<file path="config.mk">
export PLATFORM = sky130hd
export DESIGN_NAME = qvr_div_step
export DESIGN_NICKNAME = d
export VERILOG_FILES = /design/src/rtl/core/quaternion_vector_rotation_macros.svh /design/src/rtl/core/qvr_div_step.sv
export SDC_FILE = /design/constraint.sdc
export NUM_CORES = 1
export LEC_CHECK = 0
export ABC_AREA = 0
export BUFFER_PORTS_ARGS = -buffer_cell sky130_fd_sc_hd__buf_2
export CAP_MARGIN = 25
export CELL_PAD_IN_SITES_DETAIL_PLACEMENT = 0
export CELL_PAD_IN_SITES_GLOBAL_PLACEMENT = 1
export CORE_ASPECT_RATIO = 1.1
export CORE_UTILIZATION = 39
export DETAILED_ROUTE_END_ITERATION = 10
export PLACE_DENSITY = 0.87
export SYNTH_ARGS = -nofsm -noshare
export SYNTH_HDL_FRONTEND = slang
export SYNTH_SLANG_ARGS = --single-unit
</file>
<file path="constraint.sdc">
create_clock -name clk -period 4.6 [get_ports clk]
set_input_delay 0.69 -clock clk [delete_from_list [all_inputs] [get_ports clk]]
set_output_delay 0.69 -clock clk [all_outputs]
set_load 0.01 [all_outputs]
</file>
<file path="src/rtl/core/quaternion_vector_rotation_macros.svh">
// assertion macros for the rotation pipeline
`ifndef QUATERNION_VECTOR_ROTATION_MACROS_SVH
`define QUATERNION_VECTOR_ROTATION_MACROS_SVH

// same-cycle implication
`define QVR_ASSERT_IMPL(label, ante, cons) \
  label: assert property (@(posedge clk) disable iff (!rst_n) (ante) |-> (cons)) \
    else $error("qvr check failed");

// next-cycle implication
`define QVR_ASSERT_NEXT(label, ante, cons) \
  label: assert property (@(posedge clk) disable iff (!rst_n) (ante) |=> (cons)) \
    else $error("qvr check failed");

`endif

</file>
<file path="src/rtl/core/qvr_div_step.sv">
module qvr_div_step #(
  parameter int RW   = 54,
  parameter int DW   = 34,
  parameter int QB   = 18,
  parameter int STEP = 0
) (
  input  logic                 clk,
  input  logic                 rst_n,
  input  logic                 en,
  input  logic                 valid_i,
  input  logic [2:0][RW-1:0]   rem_i,
  input  logic [2:0][QB-1:0]   quo_i,
  input  logic [2:0]           neg_i,
  input  logic [DW-1:0]        den_i,
  input  logic                 zero_i,
  output logic                 valid_o,
  output logic [2:0][RW-1:0]   rem_o,
  output logic [2:0][QB-1:0]   quo_o,
  output logic [2:0]           neg_o,
  output logic [DW-1:0]        den_o,
  output logic                 zero_o
);
  logic [RW-1:0] dsh;
  logic          valid_r;
  logic [2:0][RW-1:0] rem_r;
  logic [2:0][QB-1:0] quo_r;
  logic [2:0]    neg_r;
  logic [DW-1:0] den_r;
  logic          zero_r;

  assign dsh = RW'(den_i) << STEP;

  always_ff @(posedge clk) begin
    if (!rst_n) begin
      valid_r <= 1'b0;
    end else if (en) begin
      valid_r <= valid_i;
    end
  end

  always_ff @(posedge clk) begin
    if (en) begin
      for (int r = 0; r < 3; r++) begin
        if (rem_i[r] >= dsh) begin
          rem_r[r] <= rem_i[r] - dsh;
          quo_r[r] <= quo_i[r] | (QB'(1) << STEP);
        end else begin
          rem_r[r] <= rem_i[r];
          quo_r[r] <= quo_i[r];
        end
      end
      neg_r  <= neg_i;
      den_r  <= den_i;
      zero_r <= zero_i;
    end
  end

  assign valid_o = valid_r;
  assign rem_o   = rem_r;
  assign quo_o   = quo_r;
  assign neg_o   = neg_r;
  assign den_o   = den_r;
  assign zero_o  = zero_r;
endmodule
</file>
# --- Yosys cells after proc, flatten, opt, wreduce, memory -nomap -nowiden ---
# Cells that the tools add are included.
classes:
  mux: 3
  n_lt_le_gt_ge: 3
  addsub: 3
ops:
  columns: ["operator", "count"]
  rows:
  - [">= comparator 54 x 34 -> 1 bit", 3]
  - ["two-way mux 54 bit", 3]
  - ["subtractor 54 x 34 -> 54 bit", 3]
totals:
  input_bits: 258
  out_inout_bits: 255
  register_bits: 255

# --- Depth between registers and ports, before layout ---
# Gate-level depths: netlist of the first run.
logic_depth:
  ltp_word: 2
  depth_mapped: 14
  mapped_depth_nobuf: 13

# --- Least setup slack after synthesis of the first run ---
# No wires, ideal clock.
synth_timing:
  path_type: "input-to-reg"
  start: "input port den_i[32]"
  end: "register rem_r, in the netlist rem_o[44] (data pin)"
  setup_slack_ns: 1.062
  cell_stages: 13
  n_path_buf: 2
  arrival_ns: 3.266
  path_cell_list: "inv_1 > ha_1 > clkbuf_1 > or4bb_1 > nor3_1 > nand4_1 > nand4b_1 > or3_1 > buf_2 > nor2b_1 > o211ai_1 > nor4b_1 > xor2_1"
synth_via:
  elab_chain_len: 2
  word_cells_on_any_way: 3
synth_lines:
  columns: ["element", "line_no", "rtl"]
  rows:
  - ["start: declaration", "qvr_div_step.sv:14", "input logic [DW-1:0] den_i,"]
  - ["subtractor 54 x 34 -> 54 bit / >= comparator 54 x 34 -> 1 bit (equally long branches)", "qvr_div_step.sv:45, qvr_div_step.sv:44", null]
  - ["two-way mux 54 bit (*)", "qvr_div_step.sv:44", "if (rem_i[r] >= dsh) begin"]
  - ["end signal: indexed assignment", "qvr_div_step.sv:45", "rem_r[r] <= rem_i[r] - dsh;"]
  - ["end signal: indexed assignment", "qvr_div_step.sv:48", "rem_r[r] <= rem_i[r];"]
  - ["end: declaration", "qvr_div_step.sv:25", "logic [2:0][RW-1:0] rem_r;"]
# Mark *: on every way between the ends. The rest lies on a longest branch, timed or not.
# A chain may end at the register's enable or synchronous reset.

# --- Worst setup path after layout of the first run ---
layout_timing:
  start: "input port den_i[28]"
  end: "register rem_r, in the netlist rem_o[49] (data pin)"
# The elaborated chain is that of the path after synthesis.

==> results of run 1 <==
## registers in the layout, indices dropped and copies added (netlist names)
| name | count |
|---|---|
| den_o | 34 |
| neg_o | 3 |
| quo_o | 54 |
| rem_o | 162 |
| valid_o | 1 |
| zero_o | 1 |
## routing by layer
metal  vias up  track usage (%)
met5         -                0
met4         4             7.34
met3        87             4.06
met2       526             45.1
met1      6966             32.7
li1       6984                -
## through the flow
step           TNS [ns]  instances
6_report              0       2691
5_1_grt               0       2688
4_1_cts               0       2684
3_5_place_dp      -1.24       2632
3_3_place_gp     -0.654       2632
2_1_floorplan         0       1611
## cells in the final DEF (no fill, tap or decap), types with 9 or more instances in the layout
| cell | instances |
|---|---|
| sky130_fd_sc_hd__o21a_1 | 9 |
| sky130_fd_sc_hd__and3_1 | 13 |
| sky130_fd_sc_hd__a31oi_1 | 11 |
| sky130_fd_sc_hd__o21bai_1 | 21 |
| sky130_fd_sc_hd__buf_4 | 9 |
| sky130_fd_sc_hd__xnor2_1 | 76 |
| sky130_fd_sc_hd__inv_1 | 73 |
| sky130_fd_sc_hd__buf_2 | 511 |
| sky130_fd_sc_hd__ha_1 | 102 |
| sky130_fd_sc_hd__a21o_1 | 29 |
| sky130_fd_sc_hd__mux2_2 | 12 |
| sky130_fd_sc_hd__or3_1 | 14 |
| sky130_fd_sc_hd__nor2_1 | 129 |
| sky130_fd_sc_hd__nor3_1 | 34 |
| sky130_fd_sc_hd__nand2_1 | 167 |
| sky130_fd_sc_hd__nand3_1 | 35 |
| sky130_fd_sc_hd__nand2b_1 | 17 |
| sky130_fd_sc_hd__nor2b_1 | 10 |
| sky130_fd_sc_hd__o21ai_0 | 124 |
| sky130_fd_sc_hd__edfxtp_1 | 254 |
| sky130_fd_sc_hd__nor4_1 | 20 |
| sky130_fd_sc_hd__o211ai_1 | 14 |
| sky130_fd_sc_hd__a21oi_1 | 157 |
| sky130_fd_sc_hd__xor2_1 | 76 |
| sky130_fd_sc_hd__nand4_1 | 30 |
| sky130_fd_sc_hd__clkbuf_16 | 30 |
## where the power goes
group          total, W  internal [W]  switching (W)
clock           0.00224       0.00125       0.000986
combinational   0.00177      0.000694        0.00107
sequential      0.00297       0.00290      0.0000752
total           0.00698       0.00485        0.00214
## worst max-delay path by stage
stage | from | end | slack (ns) | cells after the start
2_1_floorplan | den_i[32] | rem_o[44]$_DFFE_PP_ | 1.06 | 13
3_3_place_gp | den_i[28] | rem_o[49]$_DFFE_PP_ | -0.17 | 12
3_5_place_dp | den_i[28] | rem_o[49]$_DFFE_PP_ | -0.25 | 12
4_1_cts | den_i[28] | rem_o[49]$_DFFE_PP_ | 0.35 | 12
5_1_grt | den_i[28] | rem_o[49]$_DFFE_PP_ | 0.09 | 12
6_report | den_i[28] | rem_o[49]$_DFFE_PP_ | 0.25 | 12
## Yosys cell counts, drive strengths merged (14+ instances only)
cell,count
ha,102
o21bai,21
nand2b,17
nand3,36
nand4,30
o21ai,124
a21oi,157
nor2,130
o211ai,14
edfxtp,254
xor2,76
a21o,29
clkbuf,47
or3,16
nor3,34
nand2,167
inv,73
xnor2,76
nor4,25
## kinds of logic after synthesis
group                      synth area share, %
AOI/OAI and AO/OA                         16.0
xor gates and xnor gates                  8.24
adders and majority gates                 8.27
buffers and inverters                     3.13
DFF                                       47.3
muxes                                     1.02
and+or+nand+nor                           16.1
## layout make-up
type / count / area [um2] / share of cell area (%)
Sequential cell: 255 / 7650 / 37.7
Multi-Input combinational cell: 1226 / 8010 / 39.5
Tap cell: 553 / 692 / 3.41
Clock buffer: 37 / 777 / 3.83
Antenna cell: 7 / 17.5 / 0.0864
Timing Repair Buffer: 525 / 2720 / 13.4
Clock inverter: 15 / 134 / 0.660
Inverter: 73 / 274 / 1.35
==> results.md, run 1 <==
| Result | Reported |
| --- | --- |
| Result of the run | completed |
| Max-slew violation total from the final report | 0 |
| Cells traversed along the worst timing path | buf_2 > inv_1 > ha_1 > and3_1 > nor4bb_1 > nand4_1 > o31ai_1 > or3_2 > nor3b_1 > o311ai_0 > nor3_1 > xor2_1 |
| Post-route core utilization | 50.0% |
| Final Worst Setup Slack | 0.253 ns |
| WS Path Type | in -> reg |
| Layout-stage area growth over the synthesis result | 25.5% |
| Number of DRC markers after the initial detailed-route iteration | 990 |
| Arrival time worst endpoint | 4.71 ns |
| Final setup viols | 0 |
| Launching element type of the critical path | primary input |
| Antenna violations before repair | 9 |
| Hold Path Depth | 1 |
| Hold EP | quo_o[17]$_DFFE_PP_ |
| Worst hold margin | 0.268 ns |
| Aggregate global-route resource usage | 25.8% |
| Launching point of the worst reg2reg path | valid_o$_SDFFE_PN0P_ |
| Number of fillers in the final layout | 3806 |
| Final hold violation count | 0 |
| Worst min path class | in -> reg |
| Async SR Flop Fraction | 0% |
| Number of ports placed on the die boundary | 513 |
| Worst-Margin Slew | 1.06 ns |
| Cell types occupying the most area after synthesis | sky130_fd_sc_hd__edfxtp_1, sky130_fd_sc_hd__ha_1, sky130_fd_sc_hd__a21oi_1, sky130_fd_sc_hd__xnor2_1, sky130_fd_sc_hd__xor2_1 |
| Total cell area at the placement stage | 0.0193 mm2 |
| Starting utilization of the core area | 39.8% |
| DR DRC count | 0 |
| Share of the synthesized area in the top cell type | 47.2% |
| Share of synthesized area occupied by flip-flops and latches | 47.3% |
| Flops & latches, synth | 255 |
| Vertical die dimension | 215 um |
| Insertion delay of the later-clocked pin in the worst-skew pair | 0.57 ns |
| Total clock buffers created by CTS | 30 |
| Setup crit end kind | flop |
| Number of hold buffers added after CTS | 0 |
| Number of cells produced by synthesis | 1611 |
| Number of sinks driven by the clock tree | 255 |
| Wire length of the first global-routing pass | 83300 um |
| Worst reg-to-reg setup slack | 4.01 ns |
| Number of distinct library cells after synthesis | 82 |
| Tightest slew margin relative to the limit | 28.9% |
| Max incr delay on CP | 0.82 ns |
| Proportion of layout cells with a drive suffix above 1 | 28.2% |
| Detail Placement HPWL | 45700 um |
| Critical path buffer and inverter count | 2 |
| Warning count from the yosys run | 0 |
| Min Tclk post-route | 4.35 ns |
| R2R depth | 2 |
| Gate family responsible for the most delay along the worst path | simple AND/OR/NAND/NOR gates |
| CTS clk-pin slew, worst paths | 0.06 ns |
| Uppermost layer routed | met5 |
| Total Die Area | 0.0423 mm2 |
| Total wire length after detailed routing | 56100 um |
| Max Cap Violations | 0 |
| Static leakage power | 8.46 nW |
| Net count of the mapped netlist | 1974 |
| Setup repair after global routing missed its margin | false |
| Ratio of final minimum period to clock period | 94.5% |
| Slowest cell on the critical path | sky130_fd_sc_hd__nor4bb_1 |
| Port Buffer Count | 512 |
| Total standard cell area after synthesis | 0.0162 mm2 |
| DRT antenna net count | 0 |
| Routed via count | 14600 |
| Postcts setup bufs | 0 |
| Total power of the final layout | 0.00698 W |
| Iteration count of the initial detailed-routing pass | 5 |
| Routed length on met3 | 3260 um |
| Worst setup slack before clock tree synthesis | -0.249 ns |
| Library cell occupying the most area in the post-synthesis netlist | sky130_fd_sc_hd__edfxtp_1 |
| Drt wl/cell | 20.8 um |
| Met1 routed wirelength after detailed routing | 23700 um |
| Crit Reg-Reg Endpoint | valid_o$_SDFFE_PN0P_ |
| Vias per cell | 5.41 |
| Nets@finish | 2474 |
| Number of global-route vias before repair | 14300 |
| Count of flip-flops with a built-in enable after synthesis | 254 |
| Clock tree from TritonCTS | yes |
| Die Width | 196 um |
| Area of all placed cells without fillers | 0.0203 mm2 |
| Longest Clk Path Bufs | 3 |
| Hold path start | quo_i[17] |
| Maximum number of pins on one net before global-route repair | 101 |
| CTS Root Buffer Type | sky130_fd_sc_hd__clkbuf_16 |
| Quantity of gates resized following cts | 0 |
| Maximum frequency from static timing analysis | 230 MHz |
| Final Wtd Congestion | 0.944 |
| Post-route clock skew | 0 ns |
| Site row count | 77 |
| Power per cell area | 344 mW/mm2 |
| Wire length on met2 | 27700 um |
| Flip-flop cell with the highest count after synthesis | sky130_fd_sc_hd__edfxtp_1 |
| Worst VDD drop | 0.000282 V |
| CTS H-Tree Depth | 1 |
| Total grt overflow | 0 |
| CP max FO | 6 |
| Required arrival time at the worst endpoint | 4.96 ns |
| Core box area | 0.0406 mm2 |
| Mean cell area of the mapped netlist | 10.0 um2 |
Power figures use the tool's default switching activity.
==> inputs of run 2 (changes only) <==
- PLACE_DENSITY: 0.87 -> 0.8
==> run 2 against run 1 <==
  * Power grew 1.7%
  * Combinational power is essentially flat
  * Design area grew 0.19%
  * First-iteration DRC count shrank 1.8%
  * Clock skew is the same
  * Fmax grew 6.3%
  * Via count shrank 0.70%
  * Sequential power is essentially flat
  * Critical path depth is the same
  * Wire length grew 0.46%
==> results.md, run 2 (synthesized netlist as in run 1, its figures left out) <==
| Result | Reported |
| --- | --- |
| Clock tree from TritonCTS | yes |
| Launching element type of the critical path | primary input |
| Routed via count | 14500 |
| Launch point of the worst path | den_i[33] |
| Quantity of gates resized following cts | 0 |
| Total clock buffers created by CTS | 29 |
| Total grt overflow | 0 |
| Vertical die dimension | 215 um |
| Setup repair after global routing missed its margin | false |
| Insertion delay of the later-clocked pin in the worst-skew pair | 0.57 ns |
| CTS Root Buffer Type | sky130_fd_sc_hd__clkbuf_16 |
| R2R depth | 2 |
| Maximum frequency from static timing analysis | 245 MHz |
| Result of the run | completed |
| Maximum number of pins on one net before global-route repair | 114 |
| DR DRC count | 0 |
| Core box area | 0.0406 mm2 |
| Starting utilization of the core area | 39.8% |
| Final Wtd Congestion | 0.941 |
| Total Die Area | 0.0423 mm2 |
| CP max FO | 10 |
| WS Path Type | in -> reg |
| Iteration count of the initial detailed-routing pass | 5 |
| DRT antenna net count | 0 |
| Launching point of the worst reg2reg path | valid_o$_SDFFE_PN0P_ |
| Worst-Margin Slew | 0.959 ns |
| Die Width | 196 um |
| CTS clk-pin slew, worst paths | 0.07 ns |
| Static leakage power | 8.51 nW |
| Final setup viols | 0 |
| Post-route insts no fill | 2688 |
| Vias per cell | 5.38 |
| Wire length of the first global-routing pass | 83400 um |
| Max Cap Violations | 0 |
| CTS H-Tree Depth | 1 |
| Post-Place Cells | 2635 |
| Number of sinks driven by the clock tree | 255 |
| Max-slew violation total from the final report | 0 |
| Aggregate global-route resource usage | 25.9% |
| Crit Reg-Reg Endpoint | valid_o$_SDFFE_PN0P_ |
| Site row count | 77 |
| Number of DRC markers after the initial detailed-route iteration | 972 |
| Post-route clock skew | 0 ns |
| Layout-stage area growth over the synthesis result | 25.7% |
| Worst VDD drop | 0.000210 V |
| Setup crit end kind | flop |
| Number of ports placed on the die boundary | 513 |
| Tightest slew margin relative to the limit | 36.1% |
| Most common cell after layout, fill and taps aside | sky130_fd_sc_hd__buf_2 |
| Worst min path class | in -> reg |
| Commonest non-fill, non-tap cells in the layout | sky130_fd_sc_hd__buf_2, sky130_fd_sc_hd__edfxtp_1, sky130_fd_sc_hd__nand2_1 |
| Drt wl/cell | 21.0 um |
| Post-route core utilization | 50.1% |
| Detail Placement HPWL | 46000 um |
| Min Tclk post-route | 4.09 ns |
| Number of global-route vias before repair | 14100 |
| Total wire length after detailed routing | 56300 um |
| Antenna violations before repair | 5 |
| Arrival time worst endpoint | 4.39 ns |
| Destination of the critical timing path | rem_o[49]$_DFFE_PP_ |
| Number of hold buffers added after CTS | 0 |
| Worst hold margin | 0.293 ns |
| Ratio of final minimum period to clock period | 88.9% |
| Proportion of layout cells with a drive suffix above 1 | 28.6% |
| Longest Clk Path Bufs | 3 |
| Worst reg-to-reg setup slack | 4.01 ns |
| Postcts setup bufs | 0 |
| Nets@finish | 2476 |
| Power per cell area | 350 mW/mm2 |
| Required arrival time at the worst endpoint | 4.90 ns |
| Final hold violation count | 0 |
| Port Buffer Count | 512 |
| Largest register FFs | 162 |
run 2: cell types whose count changed in the layout (fill, tap and decap cells not counted), sizes merged:
cell	delta
buf	+3
diode	-4
clkinvlp	-1
bufinv	+3
clkbuf	-5
inv	+1
run 2: per-stage QoR:
step | worst slack [ns] | setup TNS (ns) | cell area (um2) | power (W)
2_1_floorplan | 1.06 | 0 | 16200 | 0.00400
3_3_place_gp | -0.0405 | -0.0405 | 19400 | 0.00477
3_5_place_dp | -0.0892 | -0.0892 | 19400 | 0.00478
4_1_cts | 0.515 | 0 | 20300 | 0.00716
5_1_grt | 0.143 | 0 | 20300 | 0.00742
6_report | 0.512 | 0 | 20300 | 0.00710
run 2: critical path, cell delays in order:
cell and delay (ns):
sky130_fd_sc_hd__buf_2 0.08, sky130_fd_sc_hd__inv_1 0.15, sky130_fd_sc_hd__ha_1 0.50, sky130_fd_sc_hd__nand4_1 0.25, sky130_fd_sc_hd__nor4bb_1 0.76, sky130_fd_sc_hd__nand4_1 0.17, sky130_fd_sc_hd__o31ai_1 0.33, sky130_fd_sc_hd__or3_2 0.22
sky130_fd_sc_hd__nor3b_1 0.39, sky130_fd_sc_hd__o311ai_0 0.27, sky130_fd_sc_hd__nor3_1 0.45, sky130_fd_sc_hd__xor2_1 0.12
run 2: area by class of cell:
cell class	instances	area [um2]
sequential	255	7650
clock inverter	18	211
timing repair buffer	528	2730
inverter	73	274
fill	3869	20200
multi-input combinational	1226	8010
tap	553	692
antenna	3	7.51
clock buffer	32	737
run 2: per-layer routing:
metal	vias to the layer above	global-route usage (%)	share of wire (%)
met5	-	0	0.046
met4	4	6.93	2.4
met3	75	3.61	5.8
met2	483	44.7	49
met1	6925	33.7	43
li1	6978	-	-
run 2: how the worst min path moves through the flow:
stage | from | to | slack (ns) | cells after the start
floorplan | valid_o$_SDFFE_PN0P_ | valid_o$_SDFFE_PN0P_ | 0.54 | 2
CTS | quo_i[47] | quo_o[47]$_DFFE_PP_ | 0.27 | 1
global placement | valid_o$_SDFFE_PN0P_ | valid_o$_SDFFE_PN0P_ | 0.49 | 2
global route | quo_i[47] | quo_o[47]$_DFFE_PP_ | 0.27 | 1
detailed placement | valid_o$_SDFFE_PN0P_ | valid_o$_SDFFE_PN0P_ | 0.51 | 2
finish | neg_i[2] | neg_o[2]$_DFFE_PP_ | 0.29 | 1
run 2: where the power goes:
part | internal [W] | switching [W]
Clock | 0.00138 | 0.000982
Combinational | 0.000693 | 0.00107
Sequential | 0.00290 | 0.0000792
